===== config.mk =====
export PLATFORM = sky130hd
export DESIGN_NAME = positional_char_list
export DESIGN_NICKNAME = d
export VERILOG_FILES = /design/src/sv/pcl_pkg.sv /design/src/sv/pcl_cell.sv /design/src/sv/positional_char_list.sv
export SDC_FILE = /design/constraint.sdc
export NUM_CORES = 1
export LEC_CHECK = 0
export ABC_CLOCK_PERIOD_IN_PS = 7900
export BUFFER_PORTS_ARGS = -buffer_cell sky130_fd_sc_hd__clkbuf_2
export CAP_MARGIN = 10
export CORE_ASPECT_RATIO = 1.4
export CORE_MARGIN = 2
export CORE_UTILIZATION = 35
export DETAILED_ROUTE_END_ITERATION = 7
export MAX_ROUTING_LAYER = met4
export SYNTH_ARGS = -nofsm -noshare
export SYNTH_HDL_FRONTEND = slang
export SYNTH_HIERARCHICAL = 1
export SYNTH_SLANG_ARGS = --single-unit

===== constraint.sdc =====
create_clock -name i_clk -period 7.9 [get_ports i_clk]
set_input_delay 1.185 -clock i_clk [delete_from_list [all_inputs] [get_ports i_clk]]
set_output_delay 1.185 -clock i_clk [all_outputs]
set_load 0.005 [all_outputs]

===== src/sv/pcl_pkg.sv =====
// ----------------------------------------------------------------------------
// pcl_pkg: shared types and constants for the positional character list
// Holds the request and status codes, the controller states and the command
// that the controller broadcasts to the row of storage cells.
// ----------------------------------------------------------------------------
package pcl_pkg;

    localparam int DEF_CAPACITY = 32;
    localparam int POS_W        = 7;
    localparam int ELEM_W       = 8;

    typedef enum logic [1:0] {
        REQ_ADD    = 2'd0,
        REQ_DELETE = 2'd1,
        REQ_GET    = 2'd2,
        REQ_PRINT  = 2'd3
    } t_req;

    typedef enum logic [1:0] {
        STAT_VALUE   = 2'd0,
        STAT_INVALID = 2'd1,
        STAT_FULL    = 2'd2,
        STAT_EMPTY   = 2'd3
    } t_status;

    typedef enum logic {
        S_IDLE  = 1'b0,
        S_PRINT = 1'b1
    } t_state;

    typedef enum logic [1:0] {
        CELL_HOLD = 2'd0,
        CELL_INS  = 2'd1,
        CELL_DEL  = 2'd2,
        CELL_ROT  = 2'd3
    } t_cell_op;

    // Broadcast to every cell: what to do, the 0-based index it applies to,
    // and the index of the last occupied cell (used by rotation).
    typedef struct packed {
        t_cell_op          op;
        logic [POS_W-1:0]  idx;
        logic [POS_W-1:0]  last_idx;
    } t_cell_cmd;

endpackage


===== src/sv/pcl_cell.sv =====
// ----------------------------------------------------------------------------
// pcl_cell: one storage cell of the list
// Holds one byte and, under the broadcast command, keeps it, takes the byte
// of its left or right neighbor, takes the inserted byte, or takes the byte
// of cell zero to close the rotation ring.
// ----------------------------------------------------------------------------
module pcl_cell import pcl_pkg::*; #(
    parameter int IDX = 0
) (
    input  logic              i_clk,
    input  t_cell_cmd         i_cmd,
    input  logic [ELEM_W-1:0] i_left,
    input  logic [ELEM_W-1:0] i_right,
    input  logic [ELEM_W-1:0] i_first,
    input  logic [ELEM_W-1:0] i_elem,
    output logic [ELEM_W-1:0] o_data
);

    localparam logic [POS_W-1:0] L_IDX = POS_W'(IDX);

    logic [ELEM_W-1:0] r_data;
    logic [ELEM_W-1:0] n_data;

    always_comb begin
        n_data = r_data;
        case (i_cmd.op)
            CELL_INS: begin
                if (L_IDX > i_cmd.idx) begin
                    n_data = i_left;
                end else if (L_IDX == i_cmd.idx) begin
                    n_data = i_elem;
                end
            end
            CELL_DEL: begin
                if (L_IDX >= i_cmd.idx) begin
                    n_data = i_right;
                end
            end
            CELL_ROT: begin
                if (L_IDX < i_cmd.last_idx) begin
                    n_data = i_right;
                end else if (L_IDX == i_cmd.last_idx) begin
                    n_data = i_first;
                end
            end
            default: begin
                n_data = r_data;
            end
        endcase
    end

    always_ff @(posedge i_clk) begin
        r_data <= n_data;
    end

    assign o_data = r_data;

endmodule


===== src/sv/positional_char_list.sv =====
// ----------------------------------------------------------------------------
// positional_char_list: ordered byte list addressed by 1-based rank
// Top level: request decoding, element count, output register and the row
// of shifting storage cells.
// ----------------------------------------------------------------------------
// The list lives in a row of CAPACITY byte cells, rank 1 in cell zero. An add
// shifts the cells at and above the rank up by one and writes the new byte;
// a delete shifts the cells above the rank down by one. Neither produces a
// result when it succeeds. A get answers with one result in the cycle after
// the request is taken. A print streams the list out of cell zero while the
// occupied cells rotate one step per cycle, pausing while the receiver stalls
// a result. A print of a non-empty list gives count results, the final one
// with last set; a print of an empty list gives one empty-listing result.
// After the rotation the list is back in its original order. No new request
// is taken while a print is streaming.
// An invalid rank, including rank zero, answers with status 1, and an add to
// a full list answers with status 2 and changes nothing; the rank check comes
// first. The result channel has its own register, so a request can be taken
// in the same cycle as a waiting result is transferred. Cells need no
// clearing after reset: only cells below the count are ever read.
// ----------------------------------------------------------------------------
module positional_char_list import pcl_pkg::*; #(
    parameter int CAPACITY = DEF_CAPACITY
) (
    input  logic              i_clk,
    input  logic              i_rst_n,
    // Request channel.
    input  logic              i_valid,
    output logic              o_ready,
    input  logic [1:0]        i_req_type,
    input  logic [POS_W-1:0]  i_position,
    input  logic [ELEM_W-1:0] i_elem_in,
    // Result channel.
    output logic              o_valid,
    input  logic              i_ready,
    output logic [1:0]        o_status,
    output logic [ELEM_W-1:0] o_elem_out,
    output logic              o_last
);

    localparam int CNT_W = $clog2(CAPACITY + 1);
    localparam int IDX_W = (CAPACITY > 1) ? $clog2(CAPACITY) : 1;
    localparam logic [CNT_W-1:0] L_CAP = CNT_W'(CAPACITY);

    // Cell row.
    logic [ELEM_W-1:0] w_cell [CAPACITY];
    t_cell_cmd         w_cmd;

    // Control state.
    t_state            r_state, n_state;
    logic [CNT_W-1:0]  r_count, n_count;
    logic [CNT_W-1:0]  r_left,  n_left;

    // Result register.
    logic              r_o_valid, n_o_valid;
    t_status           r_status,  n_status;
    logic [ELEM_W-1:0] r_elem,    n_elem;
    logic              r_last,    n_last;

    logic              w_slot;
    logic [POS_W-1:0]  w_pos_m1;
    logic [POS_W:0]    w_pos_ext;
    logic [POS_W:0]    w_cnt_ext;
    logic              w_rank_zero;

    // The result slot is free when it is empty or its transfer happens now.
    assign w_slot      = !r_o_valid || i_ready;
    assign w_pos_m1    = i_position - POS_W'(1);
    assign w_pos_ext   = {1'b0, i_position};
    assign w_cnt_ext   = (POS_W + 1)'(r_count);
    assign w_rank_zero = (i_position == '0);

    always_comb begin
        n_state   = r_state;
        n_count   = r_count;
        n_left    = r_left;
        n_o_valid = r_o_valid && !i_ready;
        n_status  = r_status;
        n_elem    = r_elem;
        n_last    = r_last;
        o_ready   = 1'b0;

        w_cmd.op       = CELL_HOLD;
        w_cmd.idx      = w_pos_m1;
        w_cmd.last_idx = POS_W'(r_count) - POS_W'(1);

        case (r_state)
            S_IDLE: begin
                o_ready = w_slot;
                if (i_valid && w_slot) begin
                    case (t_req'(i_req_type))
                        REQ_ADD: begin
                            if (w_rank_zero || (w_pos_ext > w_cnt_ext + (POS_W + 1)'(1))) begin
                                n_o_valid = 1'b1;
                                n_status  = STAT_INVALID;
                                n_elem    = '0;
                                n_last    = 1'b1;
                            end else if (r_count == L_CAP) begin
                                n_o_valid = 1'b1;
                                n_status  = STAT_FULL;
                                n_elem    = '0;
                                n_last    = 1'b1;
                            end else begin
                                w_cmd.op = CELL_INS;
                                n_count  = r_count + CNT_W'(1);
                            end
                        end
                        REQ_DELETE: begin
                            if (w_rank_zero || (w_pos_ext > w_cnt_ext)) begin
                                n_o_valid = 1'b1;
                                n_status  = STAT_INVALID;
                                n_elem    = '0;
                                n_last    = 1'b1;
                            end else begin
                                w_cmd.op = CELL_DEL;
                                n_count  = r_count - CNT_W'(1);
                            end
                        end
                        REQ_GET: begin
                            n_o_valid = 1'b1;
                            n_last    = 1'b1;
                            if (w_rank_zero || (w_pos_ext > w_cnt_ext)) begin
                                n_status = STAT_INVALID;
                                n_elem   = '0;
                            end else begin
                                n_status = STAT_VALUE;
                                n_elem   = w_cell[w_pos_m1[IDX_W-1:0]];
                            end
                        end
                        REQ_PRINT: begin
                            if (r_count == '0) begin
                                n_o_valid = 1'b1;
                                n_status  = STAT_EMPTY;
                                n_elem    = '0;
                                n_last    = 1'b1;
                            end else begin
                                n_state = S_PRINT;
                                n_left  = r_count;
                            end
                        end
                        default: begin
                            n_state = r_state;
                        end
                    endcase
                end
            end
            S_PRINT: begin
                // Stream cell zero and rotate the occupied cells by one.
                if (w_slot) begin
                    w_cmd.op  = CELL_ROT;
                    n_o_valid = 1'b1;
                    n_status  = STAT_VALUE;
                    n_elem    = w_cell[0];
                    n_last    = (r_left == CNT_W'(1));
                    n_left    = r_left - CNT_W'(1);
                    if (r_left == CNT_W'(1)) begin
                        n_state = S_IDLE;
                    end
                end
            end
            default: begin
                n_state = S_IDLE;
            end
        endcase
    end

    always_ff @(posedge i_clk) begin
        if (!i_rst_n) begin
            r_state   <= S_IDLE;
            r_count   <= '0;
            r_left    <= '0;
            r_o_valid <= 1'b0;
        end else begin
            r_state   <= n_state;
            r_count   <= n_count;
            r_left    <= n_left;
            r_o_valid <= n_o_valid;
        end
    end

    always_ff @(posedge i_clk) begin
        r_status <= n_status;
        r_elem   <= n_elem;
        r_last   <= n_last;
    end

    genvar g;
    generate
        for (g = 0; g < CAPACITY; g++) begin : g_cell
            logic [ELEM_W-1:0] w_left;
            logic [ELEM_W-1:0] w_right;

            if (g == 0) begin : g_first
                assign w_left = '0;
            end else begin : g_inner_l
                assign w_left = w_cell[g-1];
            end

            if (g == CAPACITY - 1) begin : g_end
                assign w_right = w_cell[g];
            end else begin : g_inner_r
                assign w_right = w_cell[g+1];
            end

            pcl_cell #(
                .IDX (g)
            ) u_cell (
                .i_clk   (i_clk),
                .i_cmd   (w_cmd),
                .i_left  (w_left),
                .i_right (w_right),
                .i_first (w_cell[0]),
                .i_elem  (i_elem_in),
                .o_data  (w_cell[g])
            );
        end
    endgenerate

    assign o_valid    = r_o_valid;
    assign o_status   = r_status;
    assign o_elem_out = r_elem;
    assign o_last     = r_last;

endmodule


==> results of run 1 <==
==> critical path: cells and delay by family, from the launching register on <==
family | cells | cell delay [ns]
AO/OA/AOI/OAI | 4 | 1.48
flip-flops | 1 | 0.70
adder cells (fa/ha/maj) | 1 | 0.30
AND/OR/NAND/NOR | 5 | 0.94
buffers and inverters | 3 | 1.22
XOR/XNOR | 1 | 0.16
==> registers in the layout (all words and copies together), names as in the netlist <==
signal and count:
r_left 6, o_status 2, r_count 6, o_elem_out 8
o_valid 1, o_last 1, r_state 1, g_cell.u_cell/o_data 256
==> metal layers <==
layer	up-vias	routed length, µm	track usage, %
li1	9360	-	-
met1	10700	33400	30.1
met2	1393	43600	42.1
met3	459	8500	4.35
met4	0	8060	19.4
met5	-	0	-
==> power groups by stage <==
stage	registers [mW]	logic, mW	clock network [mW]
global placement	1.73	0.896	0
CTS	1.70	0.917	1.58
floorplan	1.72	0.643	0
finish	1.70	0.946	1.57
global route	1.70	0.995	1.62
detailed placement	1.73	0.913	0
==> final cells by class <==
cell class	instances	area, µm²
Multi-Input combinational cell	1798	14800
Tap cell	928	1160
Timing Repair Buffer	89	631
Fill cell	6734	42400
Inverter	93	352
Clock buffer	41	898
Sequential cell	281	8300
Clock inverter	19	148
==> path summary, 6_finish.rpt <==
check	slack, ns	cells past startpoint	to	startpoint
min	0.50	2	r_left[1]$_SDFFE_PN0P_	r_left[1]$_SDFFE_PN0P_
min reg2reg	0.50	2	r_left[1]$_SDFFE_PN0P_	r_left[1]$_SDFFE_PN0P_
max reg2reg	2.65	14	g_cell[4].u_cell/o_data[0]$_DFFE_PP_	r_count[2]$_SDFFE_PN0P_
max	2.65	14	g_cell[4].u_cell/o_data[0]$_DFFE_PP_	r_count[2]$_SDFFE_PN0P_
==> layout by cell type (no fill, tap or decap), drive strengths merged, types with 18 or more instances in the layout <==
cell type,count
nor4,37
mux2,18
nand3b,19
clkbuf,74
nand2b,29
a32oi,18
ha,24
nor3,39
and3,25
a211oi,33
o31a,49
buf,56
a21oi,106
edfxtp,267
nor2,66
a41oi,28
a31oi,62
o221ai,25
nand3,65
o21ai,156
o211ai,21
mux4,64
nand4,18
a21boi,28
o31ai,25
clkinv,20
nand2,182
inv,88
a22oi,89
mux2i,313
nor4b,27
==> metrics by stage <==
step	instance area (µm²)	hold WS (ns)	total power, mW	std cells	worst slack [ns]
after floorplan	24200	0.455	2.36	2322	0.148
after global placement	25300	0.468	2.63	3186	2.34
after detailed placement	25300	0.495	2.64	3186	2.19
after CTS	26300	0.502	4.20	3246	2.62
after global routing	26300	0.521	4.32	3249	2.29
final	26300	0.500	4.21	3249	2.65
==> results.sh, run 1 <==
export IMPL_status="finished, final reports clean"
export IMPL_drtAntennaViolNets=0
export IMPL_io_pins=34
export IMPL_setup_violations=0
export IMPL_drt_iter0_markers=2472
export IMPL_die_area_mm2=0.0713
export IMPL_ys_warn_count=6
export IMPL_initial_utilization_pct=35.2
export IMPL_numPortBuffers=33
export IMPL_syn_num_nets=2368
export IMPL_cp_end_kind="register"
export IMPL_rows=114
export IMPL_cp_slowest_cell="o31ai_1"
export IMPL_max_slew_margin_pct=21.9
export IMPL_routabilityCongestion=0.921
export IMPL_seqPwrFrac_pct=40.3
export IMPL_power_switching_mw=1.36
export IMPL_cpPeakStageDelay_ns=0.99
export IMPL_fin_worst_skew_ns=0.0217
export IMPL_grt_use_total_pct=26.5
export IMPL_cts_root_buf="clkbuf_16"
export IMPL_hold_violations=0
export IMPL_clk_path_buf_depth=3
export IMPL_swShare_pct=32.2
export IMPL_vdd_drop_max_mv=0.118
export IMPL_grt_pass1_wl_mm=139
export IMPL_hold_buffers=0
export IMPL_cts_buffers=34
export IMPL_wl_per_cell_um=28.8
export IMPL_arrival_ns=5.41
export IMPL_clkSinkCount=281
export IMPL_p_int_mw=2.86
export IMPL_h_tree_depth=2
export IMPL_area_growth_pct=8.80
export IMPL_path_cells="inv_1 -> nor3_1 -> nand3_1 -> xnor2_1 -> ha_1 -> nand4_1 -> a21oi_1 -> o22ai_1 -> and3b_1 -> a31oi_1 -> nor2_4 -> buf_12 -> clkinv_1 -> o31ai_1"
export IMPL_drive_above_1_share_pct=16.8
export IMPL_cts_resized=0
export IMPL_power_density_mw_per_mm2=160
export IMPL_period_share_pct=66.5
export IMPL_drv_cap=0
export IMPL_core_area_mm2=0.0688
export IMPL_die_x_um=226
export IMPL_rsz0062_at_grt="no"
export IMPL_routed_wl_mm=93.6
export IMPL_nets=2343
export IMPL_dr_pass1_iters=8
export IMPL_cp_max_fo=129
export IMPL_tightest_slew_ns=1.16
export IMPL_grt_pass1_vias=21700
export IMPL_die_h_um=315
export IMPL_viasPerCell=6.75
export IMPL_synthesis_area_mm2=0.0242
export IMPL_worst_setup_path_start_kind="register"
export IMPL_vias=21900
export IMPL_worstSkewPairLatency_ns=0.55
export IMPL_fmax_mhz=190
export IMPL_clk_pin_slew_ns=0.06
export IMPL_syn_inst=2322
export IMPL_utilization_pct=38.3
export IMPL_finalMaxSlewViolations=0
export IMPL_drc=0
export IMPL_cts_tree="yes"
export IMPL_antenna_diode_count=0
export IMPL_grt_overflow=0
export IMPL_antenna_found_initial=0
export IMPL_clockPowerShare_pct=37.2
export IMPL_critPathRequiredTime_ns=8.05
export IMPL_finalSetupTns_ns=0
export IMPL_dpl_hpwl_mm=58.3
export IMPL_grt_max_degree=130
export IMPL_period_minus_slack_ns=5.25
export IMPL_worstHoldPathType="reg -> reg"
export IMPL_worstSetupPathType="reg -> reg"
export IMPL_post_cts_setup_buffer_count=0
export IMPL_power_leakage_nw=9.15
export IMPL_syn_avg_cell_area_um2=10.4
export IMPL_pwr_share_comb_pct=22.5
Note: power is estimated with default switching activity, not from simulation.
==> inputs of run 2 (changes only) <==
--- a/config.mk
+++ b/config.mk
@@ -5,7 +5,7 @@
 export SDC_FILE = /design/constraint.sdc
 export NUM_CORES = 1
 export LEC_CHECK = 0
-export ABC_CLOCK_PERIOD_IN_PS = 7900
+export ABC_CLOCK_PERIOD_IN_PS = 4530
 export BUFFER_PORTS_ARGS = -buffer_cell sky130_fd_sc_hd__clkbuf_2
 export CAP_MARGIN = 10
 export CORE_ASPECT_RATIO = 1.4
==> constraint.sdc (replaced) <==
create_clock -name i_clk -period 4.53 [get_ports i_clk]
set_input_delay 0.6795 -clock i_clk [delete_from_list [all_inputs] [get_ports i_clk]]
set_output_delay 0.6795 -clock i_clk [all_outputs]
set_load 0.005 [all_outputs]
==> run 2 against run 1 <==
The run now ends with DRC left; global-route usage increased by 0.31 points; utilization up 1.4 points; via count down 0.26%; sequential power rose by 74%; routed wire length up 0.97%; critical endpoint is now g_cell[1].u_cell/o_data[5]$_DFFE_PP_.
==> results.sh, run 2 (synthesis results as in run 1) <==
export IMPL_rows=114
export IMPL_grt_pass1_vias=21600
export IMPL_status="finished, violations left"
export IMPL_r2r_start="r_count[1]$_SDFFE_PN0P_"
export IMPL_worst_setup_path_start_kind="register"
export IMPL_grt_use_total_pct=26.8
export IMPL_power_density_mw_per_mm2=276
export IMPL_n_fill_cell=6674
export IMPL_holdWs_ns=0.483
export IMPL_place_worst_setup_slack_ns=0.174
export IMPL_period_minus_slack_ns=4.06
export IMPL_grt_max_degree=81
export IMPL_die_h_um=315
export IMPL_critPathRequiredTime_ns=4.98
export IMPL_cts_root_buf="clkbuf_16"
export IMPL_clk_pin_slew_ns=0.07
export IMPL_finalSetupTns_ns=0
export IMPL_antenna_diode_count=0
export IMPL_dpl_hpwl_mm=63.2
export IMPL_fin_worst_skew_ns=0.0200
export IMPL_clk_path_buf_depth=3
export IMPL_core_area_mm2=0.0688
export IMPL_seqPwrFrac_pct=39.4
export IMPL_cp_end_kind="register"
export IMPL_power_leakage_nw=9.61
export IMPL_viasPerCell=6.60
export IMPL_fmax_mhz=246
export IMPL_largest_register_ffs=256
export IMPL_reg2reg_to="g_cell[1].u_cell/o_data[5]$_DFFE_PP_"
export IMPL_setup_violations=0
export IMPL_routed_wl_mm=94.5
export IMPL_reg2reg_setup_slack_ns=0.47
export IMPL_drv_cap=0
export IMPL_hold_violations=0
export IMPL_die_x_um=226
export IMPL_antenna_found_initial=0
export IMPL_initial_utilization_pct=35.2
export IMPL_routabilityCongestion=0.926
export IMPL_placed_area_mm2=0.0261
export IMPL_power_switching_mw=2.35
export IMPL_violations="DRC"
export IMPL_worstSetupPathType="reg -> reg"
export IMPL_vdd_drop_max_mv=0.266
export IMPL_io_pins=34
export IMPL_hp_start="i_ready"
export IMPL_min_path_cells=3
export IMPL_min_to="r_left[0]$_SDFFE_PN0P_"
export IMPL_drtAntennaViolNets=0
export IMPL_nets=2407
export IMPL_swShare_pct=31.3
export IMPL_max_slew_margin_pct=21.1
export IMPL_grt_overflow=0
export IMPL_vias=21900
export IMPL_drc=1
export IMPL_die_area_mm2=0.0713
export IMPL_pwr_share_comb_pct=23.0
export IMPL_area_growth_pct=12.8
export IMPL_worstHoldPathType="in -> reg"
export IMPL_period_share_pct=89.6
export IMPL_clockPowerShare_pct=37.6
export IMPL_drive_above_1_share_pct=20.7
export IMPL_power_mw=7.53
export IMPL_h_tree_depth=1
export IMPL_rsz0062_at_grt="no"
export IMPL_drt_iter0_markers=2399
export IMPL_seqCellArea_mm2=0.00830
export IMPL_clkSinkCount=281
export IMPL_multi_input_area_mm2=0.0151
export IMPL_final_cell_area_mm2=0.0273
export IMPL_numPortBuffers=33
export IMPL_cts_tree="yes"
export IMPL_worstSkewPairLatency_ns=0.62
export IMPL_final_common_cell="mux2i_1"
export IMPL_cts_buffers=31
export IMPL_finalWorstSetupSlack_ns=0.471
export IMPL_ff2ff_path_depth=16
export IMPL_tightest_slew_ns=1.18
export IMPL_cp_max_fo=16
export IMPL_dr_pass1_iters=8
export IMPL_wl_per_cell_um=28.5
export IMPL_p_int_mw=5.17
export IMPL_arrival_ns=4.51
export IMPL_finalMaxSlewViolations=0
export IMPL_mostFrequentLayoutCells="mux2i_1 (313), edfxtp_1 (267), nand2_1 (164)"
export IMPL_grt_pass1_wl_mm=140
[run 2: changes by cell type in the layout (fill, tap and decap cells not counted), moves of 5 or more]
| cell | delta |
|---|---|
| clkinv_2 | -5 |
| nand2_2 | +11 |
| o21ai_0 | -44 |
| clkbuf_8 | +7 |
| buf_12 | +12 |
| buf_4 | +56 |
| nand2_1 | -11 |
| o21ai_1 | +42 |
[run 2: area by class of cell]
type | count | share of cell area (%)
flip-flops and latches | 281 | 30.4
well taps | 928 | 4.25
clock inverters | 14 | 0.614
inverters | 93 | 1.37
clock buffers | 43 | 3.42
multi-input cells | 1798 | 55.2
repair buffers | 156 | 4.73
[run 2: per-stage QoR]
stage,util [%],cells
6_report,39.7,3313
5_1_grt,39.7,3313
4_1_cts,39.6,3308
3_5_place_dp,38.0,3251
3_3_place_gp,38.0,3251
2_1_floorplan,-,2322
[run 2: critical path: stages (launching register included)]
cell and delay [ns]:
dfxtp_1 0.41, ha_1 0.24, nand3_1 0.11, xnor2_1 0.17, ha_1 0.27, a21oi_1 0.12
o21ai_0 0.09, o22ai_1 0.32, and3b_1 0.28, a31oi_2 0.12, nor2_4 0.14, buf_12 0.14
buf_4 0.16, buf_12 0.14, or3b_1 0.58, or3_1 0.39, a32oi_1 0.21
[run 2: worst max path at each step]
stage / slack (ns) / endpoint / startpoint
floorplan: -0.97 / g_cell[23].u_cell/o_data[0]$_DFFE_PP_ / r_count[0]$_SDFFE_PN0P_
global placement: 0.24 / g_cell[13].u_cell/o_data[4]$_DFFE_PP_ / i_position[0]
detailed placement: 0.17 / g_cell[13].u_cell/o_data[6]$_DFFE_PP_ / i_position[0]
CTS: 0.28 / g_cell[13].u_cell/o_data[6]$_DFFE_PP_ / r_count[0]$_SDFFE_PN0P_
global route: 0.19 / g_cell[16].u_cell/o_data[2]$_DFFE_PP_ / r_count[1]$_SDFFE_PN0P_
finish: 0.47 / g_cell[1].u_cell/o_data[5]$_DFFE_PP_ / r_count[1]$_SDFFE_PN0P_
[run 2: per-layer routing]
layer	global-route usage, %	share of wire (%)
met4	16.7	7.2
met5	-	0
met3	3.43	7.6
met1	31.1	37
met2	43.9	48
[run 2: timing repair]
| action | 4_1_cts | 5_1_grt |
|---|---|---|
| endpoints found under the hold margin | 0 | 0 |
| setup endpoints to repair | 0 | 8 |
| gates resized for setup | 0 | 0 |
| buffers inserted | 0 | 3 |
| hold buffers | 0 | 0 |
[run 2: power groups by stage]
stage	clock [mW]	combinational, mW	sequential (mW)
6_report	2.83	1.73	2.96
5_1_grt	2.94	1.82	2.96
4_1_cts	2.86	1.68	2.96
3_5_place_dp	0	1.68	3.02
3_3_place_gp	0	1.64	3.02
2_1_floorplan	0	1.14	3.00
